## src/rtl/srle_pkg.sv

```systemverilog
package srle_pkg;

	// Field widths of one run word
	localparam int COLOR_W = 8;
	localparam int LEN_W   = 14;
	localparam int COORD_W = 16;
	localparam int BYTE_W  = 8;

	// Packed output tdata: colour, length, row, start column, padded to bytes
	localparam int RES_BITS   = COLOR_W + LEN_W + 2 * COORD_W;
	localparam int M_TDATA_W  = ((RES_BITS + 7) / 8) * 8;

	// One decoded run or line end
	typedef struct packed {
		logic [COORD_W-1:0] start_column;
		logic [COORD_W-1:0] row;
		logic [LEN_W-1:0]   run_length;
		logic [COLOR_W-1:0] color_index;
		logic               end_of_line;
		logic               overflow;
	} srle_res_t;

	// Geometry registers handed to the decoder
	typedef struct packed {
		logic [COORD_W-1:0] image_width;
		logic [COORD_W-1:0] image_height;
	} srle_cfg_t;

endpackage

```

## src/rtl/srle_apb_regs.sv

```systemverilog
module srle_apb_regs
	import srle_pkg::*;
(
	input  logic        clk,
	input  logic        arst_n,
	input  logic        psel,
	input  logic        penable,
	input  logic        pwrite,
	input  logic [2:0]  paddr,
	input  logic [31:0] pwdata,
	output logic [31:0] prdata,
	output logic        pready,
	output srle_cfg_t   cfg
);

	localparam logic REG_WIDTH  = 1'b0;
	localparam logic REG_HEIGHT = 1'b1;
	localparam logic [COORD_W-1:0] WIDTH_RST  = 16'd1920;
	localparam logic [COORD_W-1:0] HEIGHT_RST = 16'd1080;

	logic [COORD_W-1:0] width_q;
	logic [COORD_W-1:0] height_q;
	logic               wr_en;

	assign pready = 1'b1;
	assign wr_en  = psel & penable & pwrite & pready;

	// Write the addressed register
	always_ff @(posedge clk or negedge arst_n) begin
		if (!arst_n) begin
			width_q  <= WIDTH_RST;
			height_q <= HEIGHT_RST;
		end else if (wr_en) begin
			unique case (paddr[2])
				REG_WIDTH:  width_q  <= pwdata[COORD_W-1:0];
				REG_HEIGHT: height_q <= pwdata[COORD_W-1:0];
				default:    ;
			endcase
		end
	end

	// Read back the addressed register
	always_comb begin
		unique case (paddr[2])
			REG_WIDTH:  prdata = {16'd0, width_q};
			REG_HEIGHT: prdata = {16'd0, height_q};
			default:    prdata = 32'd0;
		endcase
	end

	assign cfg.image_width  = width_q;
	assign cfg.image_height = height_q;

endmodule

```

## src/rtl/srle_decode.sv

```systemverilog
module srle_decode
	import srle_pkg::*;
#(
	parameter int COORD_BITS = 16
) (
	input  logic              clk,
	input  logic              arst_n,
	input  srle_cfg_t         cfg,
	input  logic              in_valid,
	output logic              in_ready,
	input  logic [BYTE_W-1:0] in_byte,
	input  logic              in_last,
	output logic              res_valid,
	input  logic              res_ready,
	output srle_res_t         res
);

	typedef enum logic [6:0] {
		PH_NORMAL      = 7'b0000001,
		PH_ESCAPE      = 7'b0000010,
		PH_LONG0_LOW   = 7'b0000100,
		PH_SHORT_COLOR = 7'b0001000,
		PH_LONGC_LOW   = 7'b0010000,
		PH_LONGC_COLOR = 7'b0100000,
		PH_DONE        = 7'b1000000
	} phase_t;

	typedef enum logic [1:0] {
		SEL_SHORT0 = 2'b00,
		SEL_LONG0  = 2'b01,
		SEL_SHORTC = 2'b10,
		SEL_LONGC  = 2'b11
	} sel_t;

	localparam logic [BYTE_W-1:0] ESC_BYTE = 8'h00;
	localparam logic [BYTE_W-1:0] SEL_MASK = 8'hC0;
	localparam logic [BYTE_W-1:0] LOW_MASK = 8'h3F;
	localparam logic [COORD_BITS-1:0] COORD_MAX = {COORD_BITS{1'b1}};
	localparam int END_W = COORD_W + 1;

	// Input register
	logic              valid_s1;
	logic [BYTE_W-1:0] byte_s1;
	logic              last_s1;

	// Decoder state
	phase_t                phase_q, phase_d;
	logic [LEN_W-1:0]      pend_q, pend_d;
	logic [COORD_BITS-1:0] line_q, line_d;
	logic [COORD_BITS-1:0] col_q, col_d;

	logic                  fire;
	logic                  run_do;
	logic                  eol_do;
	logic [COLOR_W-1:0]    run_color;
	logic [LEN_W-1:0]      run_len;
	logic [END_W-1:0]      run_end;
	logic [COORD_BITS-1:0] line_inc;
	sel_t                  sel;
	logic [5:0]            low;

	assign fire     = valid_s1 & res_ready;
	assign in_ready = ~valid_s1 | fire;

	// Take a new word whenever the register is empty or the held one moves on
	always_ff @(posedge clk or negedge arst_n) begin
		if (!arst_n) begin
			valid_s1 <= 1'b0;
		end else if (in_ready) begin
			valid_s1 <= in_valid;
		end
	end

	always_ff @(posedge clk) begin
		if (in_ready && in_valid) begin
			byte_s1 <= in_byte;
			last_s1 <= in_last;
		end
	end

	assign sel      = sel_t'((byte_s1 & SEL_MASK) >> 6);
	assign low      = 6'(byte_s1 & LOW_MASK);
	assign run_end  = END_W'(col_q) + END_W'(run_len);
	assign line_inc = (line_q < COORD_MAX) ? line_q + 1'b1 : line_q;

	// Decode the held byte against the current phase
	always_comb begin
		phase_d   = phase_q;
		pend_d    = pend_q;
		line_d    = line_q;
		col_d     = col_q;
		run_do    = 1'b0;
		eol_do    = 1'b0;
		run_color = '0;
		run_len   = '0;
		unique case (phase_q)
			PH_NORMAL: begin
				if (byte_s1 == ESC_BYTE) begin
					phase_d = PH_ESCAPE;
				end else begin
					run_do    = 1'b1;
					run_color = byte_s1;
					run_len   = LEN_W'(1);
				end
			end
			PH_ESCAPE: begin
				if (byte_s1 == ESC_BYTE) begin
					eol_do = 1'b1;
				end else begin
					case (sel)
						SEL_SHORT0: begin
							run_do  = 1'b1;
							run_len = LEN_W'(low);
						end
						SEL_LONG0: begin
							pend_d  = {low, 8'h00};
							phase_d = PH_LONG0_LOW;
						end
						SEL_SHORTC: begin
							pend_d  = LEN_W'(low);
							phase_d = PH_SHORT_COLOR;
						end
						default: begin
							pend_d  = {low, 8'h00};
							phase_d = PH_LONGC_LOW;
						end
					endcase
				end
			end
			PH_LONG0_LOW: begin
				run_do  = 1'b1;
				run_len = {pend_q[LEN_W-1:8], byte_s1};
			end
			PH_SHORT_COLOR, PH_LONGC_COLOR: begin
				run_do    = 1'b1;
				run_color = byte_s1;
				run_len   = pend_q;
			end
			PH_LONGC_LOW: begin
				pend_d  = {pend_q[LEN_W-1:8], byte_s1};
				phase_d = PH_LONGC_COLOR;
			end
			PH_DONE: ;
			default: ;
		endcase

		// Advance the column past a run, saturating
		if (run_do) begin
			col_d   = (run_end > END_W'(COORD_MAX)) ? COORD_MAX : run_end[COORD_BITS-1:0];
			phase_d = PH_NORMAL;
		end

		// Step to the next line; stop once the height is reached
		if (eol_do) begin
			line_d  = line_inc;
			col_d   = '0;
			phase_d = (COORD_W'(line_inc) == cfg.image_height) ? PH_DONE : PH_NORMAL;
		end

		// Drop everything at the end of the object
		if (last_s1) begin
			phase_d = PH_NORMAL;
			pend_d  = '0;
			line_d  = '0;
			col_d   = '0;
		end
	end

	always_ff @(posedge clk or negedge arst_n) begin
		if (!arst_n) begin
			phase_q <= PH_NORMAL;
			pend_q  <= '0;
			line_q  <= '0;
			col_q   <= '0;
		end else if (fire) begin
			phase_q <= phase_d;
			pend_q  <= pend_d;
			line_q  <= line_d;
			col_q   <= col_d;
		end
	end

	// Result word for the output register
	assign res_valid        = fire & (run_do | eol_do);
	assign res.color_index  = run_color;
	assign res.run_length   = run_len;
	assign res.row          = COORD_W'(line_q);
	assign res.start_column = COORD_W'(col_q);
	assign res.end_of_line  = eol_do;
	assign res.overflow     = run_do & (run_end > {1'b0, cfg.image_width});

	// A last byte leaves the counters cleared
	a_last_clears: assert property (@(posedge clk) disable iff (!arst_n)
		fire && last_s1 |=> line_q == '0 && col_q == '0 && phase_q == PH_NORMAL)
		else $error("counters not cleared after last byte");

	// Nothing is reported once the height has been reached
	a_done_quiet: assert property (@(posedge clk) disable iff (!arst_n)
		phase_q == PH_DONE |-> !res_valid)
		else $error("result produced after final line");

	// A line end never flags overflow and never carries a run
	a_eol_clean: assert property (@(posedge clk) disable iff (!arst_n)
		res_valid && res.end_of_line |-> !res.overflow && res.run_length == '0 && !run_do)
		else $error("malformed line end result");

	// A line end resets the column
	a_eol_col: assert property (@(posedge clk) disable iff (!arst_n)
		fire && eol_do |=> col_q == '0)
		else $error("column not cleared at line end");

endmodule

```

## src/rtl/srle_out_reg.sv

```systemverilog
module srle_out_reg
	import srle_pkg::*;
(
	input  logic                 clk,
	input  logic                 arst_n,
	input  logic                 in_valid,
	output logic                 in_ready,
	input  srle_res_t            in_res,
	output logic                 m_tvalid,
	input  logic                 m_tready,
	output logic [M_TDATA_W-1:0] m_tdata,
	output logic                 m_tlast,
	output logic                 m_tuser
);

	logic      valid_q;
	srle_res_t res_q;

	assign in_ready = ~valid_q | m_tready;

	// Hold the result until the downstream side takes it
	always_ff @(posedge clk or negedge arst_n) begin
		if (!arst_n) begin
			valid_q <= 1'b0;
		end else if (in_ready) begin
			valid_q <= in_valid;
		end
	end

	always_ff @(posedge clk) begin
		if (in_ready && in_valid) begin
			res_q <= in_res;
		end
	end

	assign m_tvalid = valid_q;
	assign m_tdata  = M_TDATA_W'({res_q.start_column, res_q.row,
		res_q.run_length, res_q.color_index});
	assign m_tlast  = res_q.end_of_line;
	assign m_tuser  = res_q.overflow;

endmodule

```

## src/rtl/subtitle_rle_run_decoder_unit.sv

```systemverilog
// Channel  | Direction | Word contents
// ---------+-----------+----------------------------------------------------------
// s_*      | in        | tdata: data_byte[7:0]; tlast: last byte of the object
// m_*      | out       | tdata: color_index, run_length, row, start_column; tlast:
//          |           | end of line; tuser: overflow
// APB      | in/out    | 0x0 image_width, 0x4 image_height (16 bits each)
//
// One byte is accepted per cycle while the result register is not stalled; the
// decode is short logic between the input register and the result register, so
// a result word is held in the result register while it is valid on m_*.
// Reset returns the decoder to the start of an object with width 1920 and
// height 1080.
// A stalled result register holds the input register, which stalls s_tready.
module subtitle_rle_run_decoder_unit
	import srle_pkg::*;
#(
	parameter int COORD_BITS = 16
) (
	input  logic                 clk,
	input  logic                 arst_n,
	input  logic                 psel,
	input  logic                 penable,
	input  logic                 pwrite,
	input  logic [2:0]           paddr,
	input  logic [31:0]          pwdata,
	output logic [31:0]          prdata,
	output logic                 pready,
	input  logic                 s_tvalid,
	output logic                 s_tready,
	input  logic [BYTE_W-1:0]    s_tdata,   // data_byte[7:0]
	input  logic                 s_tlast,
	output logic                 m_tvalid,
	input  logic                 m_tready,
	output logic [M_TDATA_W-1:0] m_tdata,   // color_index[7:0], run_length[21:8],
	                                        // row[37:22], start_column[53:38]
	output logic                 m_tlast,
	output logic                 m_tuser    // overflow
);

	srle_cfg_t cfg;
	srle_res_t res;
	logic      res_valid;
	logic      res_ready;

	srle_apb_regs u_regs (
		.clk     (clk),
		.arst_n  (arst_n),
		.psel    (psel),
		.penable (penable),
		.pwrite  (pwrite),
		.paddr   (paddr),
		.pwdata  (pwdata),
		.prdata  (prdata),
		.pready  (pready),
		.cfg     (cfg)
	);

	srle_decode #(
		.COORD_BITS (COORD_BITS)
	) u_decode (
		.clk       (clk),
		.arst_n    (arst_n),
		.cfg       (cfg),
		.in_valid  (s_tvalid),
		.in_ready  (s_tready),
		.in_byte   (s_tdata),
		.in_last   (s_tlast),
		.res_valid (res_valid),
		.res_ready (res_ready),
		.res       (res)
	);

	srle_out_reg u_out (
		.clk      (clk),
		.arst_n   (arst_n),
		.in_valid (res_valid),
		.in_ready (res_ready),
		.in_res   (res),
		.m_tvalid (m_tvalid),
		.m_tready (m_tready),
		.m_tdata  (m_tdata),
		.m_tlast  (m_tlast),
		.m_tuser  (m_tuser)
	);

endmodule
```

## config.mk

```make
export PLATFORM = sky130hd
export DESIGN_NAME = subtitle_rle_run_decoder_unit
export DESIGN_NICKNAME = d
export VERILOG_FILES = /design/src/rtl/srle_pkg.sv /design/src/rtl/srle_apb_regs.sv /design/src/rtl/srle_decode.sv /design/src/rtl/srle_out_reg.sv /design/src/rtl/subtitle_rle_run_decoder_unit.sv
export SDC_FILE = /design/constraint.sdc
export NUM_CORES = 1
export LEC_CHECK = 0
export BUFFER_PORTS_ARGS = -buffer_cell sky130_fd_sc_hd__buf_2
export CORE_UTILIZATION = 60
export CTS_BUF_LIST = sky130_fd_sc_hd__clkbuf_8
export DETAILED_ROUTE_END_ITERATION = 8
export PLACE_DENSITY = 0.85
export SLEW_MARGIN = 30
export SYNTH_ARGS = -nofsm -noshare
export SYNTH_HDL_FRONTEND = slang
export SYNTH_SLANG_ARGS = --single-unit
export TNS_END_PERCENT = 1
```

## constraint.sdc

```tcl
create_clock -name clk -period 7.4 [get_ports clk]
set_input_delay 2.22 -clock clk [delete_from_list [all_inputs] [get_ports clk]]
set_output_delay 2.22 -clock clk [all_outputs]
set_load 0.02 [all_outputs]
```

==> results by group <==
Yosys
  – Adder-cell share of the synthesized area: 5.53%
  – Post-Synth Simple-Gate Area: 15.0%
  – Synthesized cell area: 8050 µm²
  – Synth area leader: dfrtp_1
  – Netlist cell types: 76
  – Post-synth EDFFs: 65
  – Main area contributors after synthesis: dfrtp_1, edfxtp_1, ha_1
  – Ys Warns: 0
  – Largest family of logic cells by synthesized area: simple AND/OR/NAND/NOR gates
  – Avg Cell Area, Syn: 10.8 µm²
  – Synth Flop Type: dfrtp_1
  – Multiplexer share of the synthesized area: 5.38%
  – #FFs+latches synth: 152
  – Synth Instances: 744
  – XOR/XNOR Fraction of Synth Area: 3.44%
  – Post-synthesis sequential area ratio: 51.4%
  – Synth Area in Compound Gates: 14.1%
  – Synth async-reset ratio: 57.2%
  – Synth top area share: 24.3%

Setup path
  – Crit path DAT: 5.71 ns
  – Critical R2R Capture: u_out.m_tuser
  – CP dominant cell by count: a21o_1
  – Worst-case reg-to-reg path depth: 20
  – R2R Path Start: u_decode.phase_q[3]
  – Crit path kind: register to register
  – Critical-path cell list: or4_4 > a211oi_2 > a22oi_1 > nand2_1 > ha_1 > inv_1 > fa_1 > nand2b_1 > a2111oi_0 > or3_1 > a21oi_1 > xnor2_1 > ha_1 > a21o_1 > a21o_1 > a21o_1 > a21oi_1 > o211ai_1 > a31oi_1 > o21ai_0
  – Critical Path Source Type: register
  – Setup slack, reg-to-reg: 1.87 ns
  – Crit. End Element: register
  – Max FO, Critical Path: 7
  – Worst path slowest cell: or4_4
  – Critical Path RT: 7.58 ns
  – CP peak stage delay: 0.60 ns

GRT
  – Global-route met1 utilization: 37.1%
  – Pin count of the biggest net entering global routing: 65
  – Gr busiest metal: met2
  – Met2 usage: 45.0%
  – Gr usage total: 27.8%
  – Initial antenna violation count: 0
  – First-pass GRT wire length: 30.0 mm
  – GRT met3 Usage: 6.20%
  – Global route total overflow: 0
  – Vias in the first global route: 5822

Power
  – LEAKAGE: 3.93 nW
  – Pwr Total: 0.00257 W
  – Power per cell area: 284 nW/µm²
  – Peak supply drop: 0.000193 V

Clocking
  – Max Buffers Root-to-Sink: 2
  – Hold Buf Count CTS: 0
  – Later-pin clock latency in the skew report: 0.46 ns
  – CTS tree: built
  – H-tree levels: 4
  – Clock transition at the registers of the reported paths: 0.08 ns
  – Setup Buffers After CTS: 0
  – CTS resizes: 0
  – Clk root buf: clkbuf_8
  – Number of buffers created by CTS: 17
  – CTS sink count: 152

Placement
  – Post-DP Area: 8630 µm²
  – Post-placement setup slack: 1.96 ns
  – Placer congestion estimate: 0.906
  – Hpwl dp: 13.6 mm
  – PortBufs: 106

Routing
  – WL final: 18.5 mm
  – DRC: 0
  – Via count: 6045
  – DR iter-0 viols: 459
  – Post-detailed-route wirelength per cell: 18.1 µm
  – Routed Antenna Nets: 0
  – DRT Pass-1 Iters: 5
  – Via/cell ratio: 5.89

STA
  – Final setup fails: 0
  – Post-route setup slack: 1.87 ns
  – Worst slew pin tran: 0.920 ns
  – RSZ-0062 raised after global routing: no
  – Layout Skew: 0.0116 ns
  – Hold Slack: 0.475 ns
  – Tcrit/Tclk final: 74.7%
  – Slew margin rel.: 38.3%
  – Pins Over Slew Limit: 0
  – Achievable frequency: 181 MHz
  – Setup TNS: 0 ns
  – Final Hold Fails: 0
  – Tmin final: 5.53 ns

Min path
  – Hold_sp: u_decode.col_q[15]
  – Min-delay worst type: register to register
  – Hold depth: 0
  – Hold Crit Endpoint: u_out.m_tdata[53]

Cells and area
  – # fillers: 951
  – Ant. Diodes: 0
  – Share of cells above drive strength 1: 23.9%
  – P&R area growth vs syn: 12.6%
  – Nets: 927
  – Fin area: 9060 µm²

Status
  – Run status: completed

Die
  – I/O pins: 144
  – Full die area: 13900 µm²
  – Core ar.: 12800 µm²
  – Die width: 118 µm
  – Die height: 118 µm
  – Initial core utilization: 62.8%
  – Core Rows: 41

Run
  – Max Cap Viol: 0
## metrics by stage
step | std cells | util, %
floorplan | 761 | -
global placement | 994 | 67.3
detailed placement | 994 | 67.3
CTS | 1026 | 70.5
global route | 1026 | 70.6
finish | 1026 | 70.6
## layout by cell type, fill, tap and decap left out, types with 5 or more instances in the layout
cell type,count
xor2_1,7
nand2b_1,11
clkbuf_8,19
nand2_1,77
nand4_1,11
dfstp_2,9
a22o_1,15
o21ai_0,67
ha_1,34
and2_1,13
nor2_1,33
buf_4,5
buf_2,105
nor4_1,8
mux2_2,33
xnor2_1,22
dfrtp_1,78
conb_1,19
mux2i_1,5
a21oi_1,26
edfxtp_1,65
nor2b_1,8
inv_1,34
and3_1,5
clkinvlp_4,5
nand3_1,12
a21o_1,11
nor3_1,18
## cell usage after synthesis (12+ instances only)
library cell  count
clkbuf_1         19
nand2_1          77
a21oi_1          26
ha_1             34
nor3_1           18
dfrtp_1          78
and2_1           13
xnor2_1          22
mux2_2           33
nand3_1          12
nor2_1           34
edfxtp_1         65
o21ai_0          68
a22o_1           15
inv_1            33
buf_4            21
## registers in the layout, indices dropped and copies added (netlist names)
name and count:
u_out.m_tuser 1, u_regs.width_q 16, u_decode.col_q 16, u_out.m_tlast 1
u_regs.height_q 16, u_decode.byte_s1 8, u_out.m_tvalid 1, u_decode.last_s1 1
u_out.m_tdata 54, u_decode.line_q 16, u_decode.phase_q 7, u_decode.pend_q 14
u_decode.valid_s1 1
## power breakdown
group          leakage (nW)  internal [W]  switching, W
clock network         0.201      0.000348      0.000309
logic                  1.98      0.000247      0.000481
registers              1.75       0.00109     0.0000982
total                  3.93       0.00168      0.000888
## how the worst max path moves through the flow
stage                             start          endpoint  slack, ns  depth (start not counted)
floorplan                      m_tready  u_out.m_tdata[0]       2.03                          3
CTS                 u_decode.phase_q[4]     u_out.m_tuser       1.93                         20
global route        u_decode.phase_q[3]     u_out.m_tuser       1.48                         20
global placement               paddr[2]         prdata[0]       2.01                          3
finish              u_decode.phase_q[3]     u_out.m_tuser       1.87                         20
detailed placement  u_decode.phase_q[3]     u_out.m_tuser       1.96                         20
## logic make-up (layout without fill, tap and decap cells)
logic type,count (synthesis),in the layout
AOI/OAI and AO/OA,174,174
and+or+nand+nor,230,230
buffers and inverters,82,175
DFF,152,152
muxes,39,39
other,2,19
adders and majority gates,35,35
xor gates and xnor gates,30,30
## worst max-delay path, delay by kind of cell, from the launching register on
family                     cells  cell delay (ns)
buffers and inverters          1             0.06
adders and majority gates      3             0.93
DFF                            1             0.42
and+or+nand+nor                4             1.20
xor gates and xnor gates       1             0.27
AOI/OAI and AO/OA             11             2.37
## final cells by class
cell class                      count  area, µm²  share of cell area [%]
Inverter                           33        124                    1.37
Multi-Input combinational cell    527       3600                    39.7
Tap cell                          172        215                    2.38
Timing Repair Buffer              110        563                    6.21
Clock buffer                       19        262                    2.89
Sequential cell                   152       4140                    45.7
Clock inverter                     13        155                    1.71
## per-layer routing
layer	vias to the layer above	wire (µm)
met5	-	0
met4	0	428
met3	36	1260
met2	271	8950
met1	2869	7890
li1	2869	-
Power figures use the tool's default switching activity.
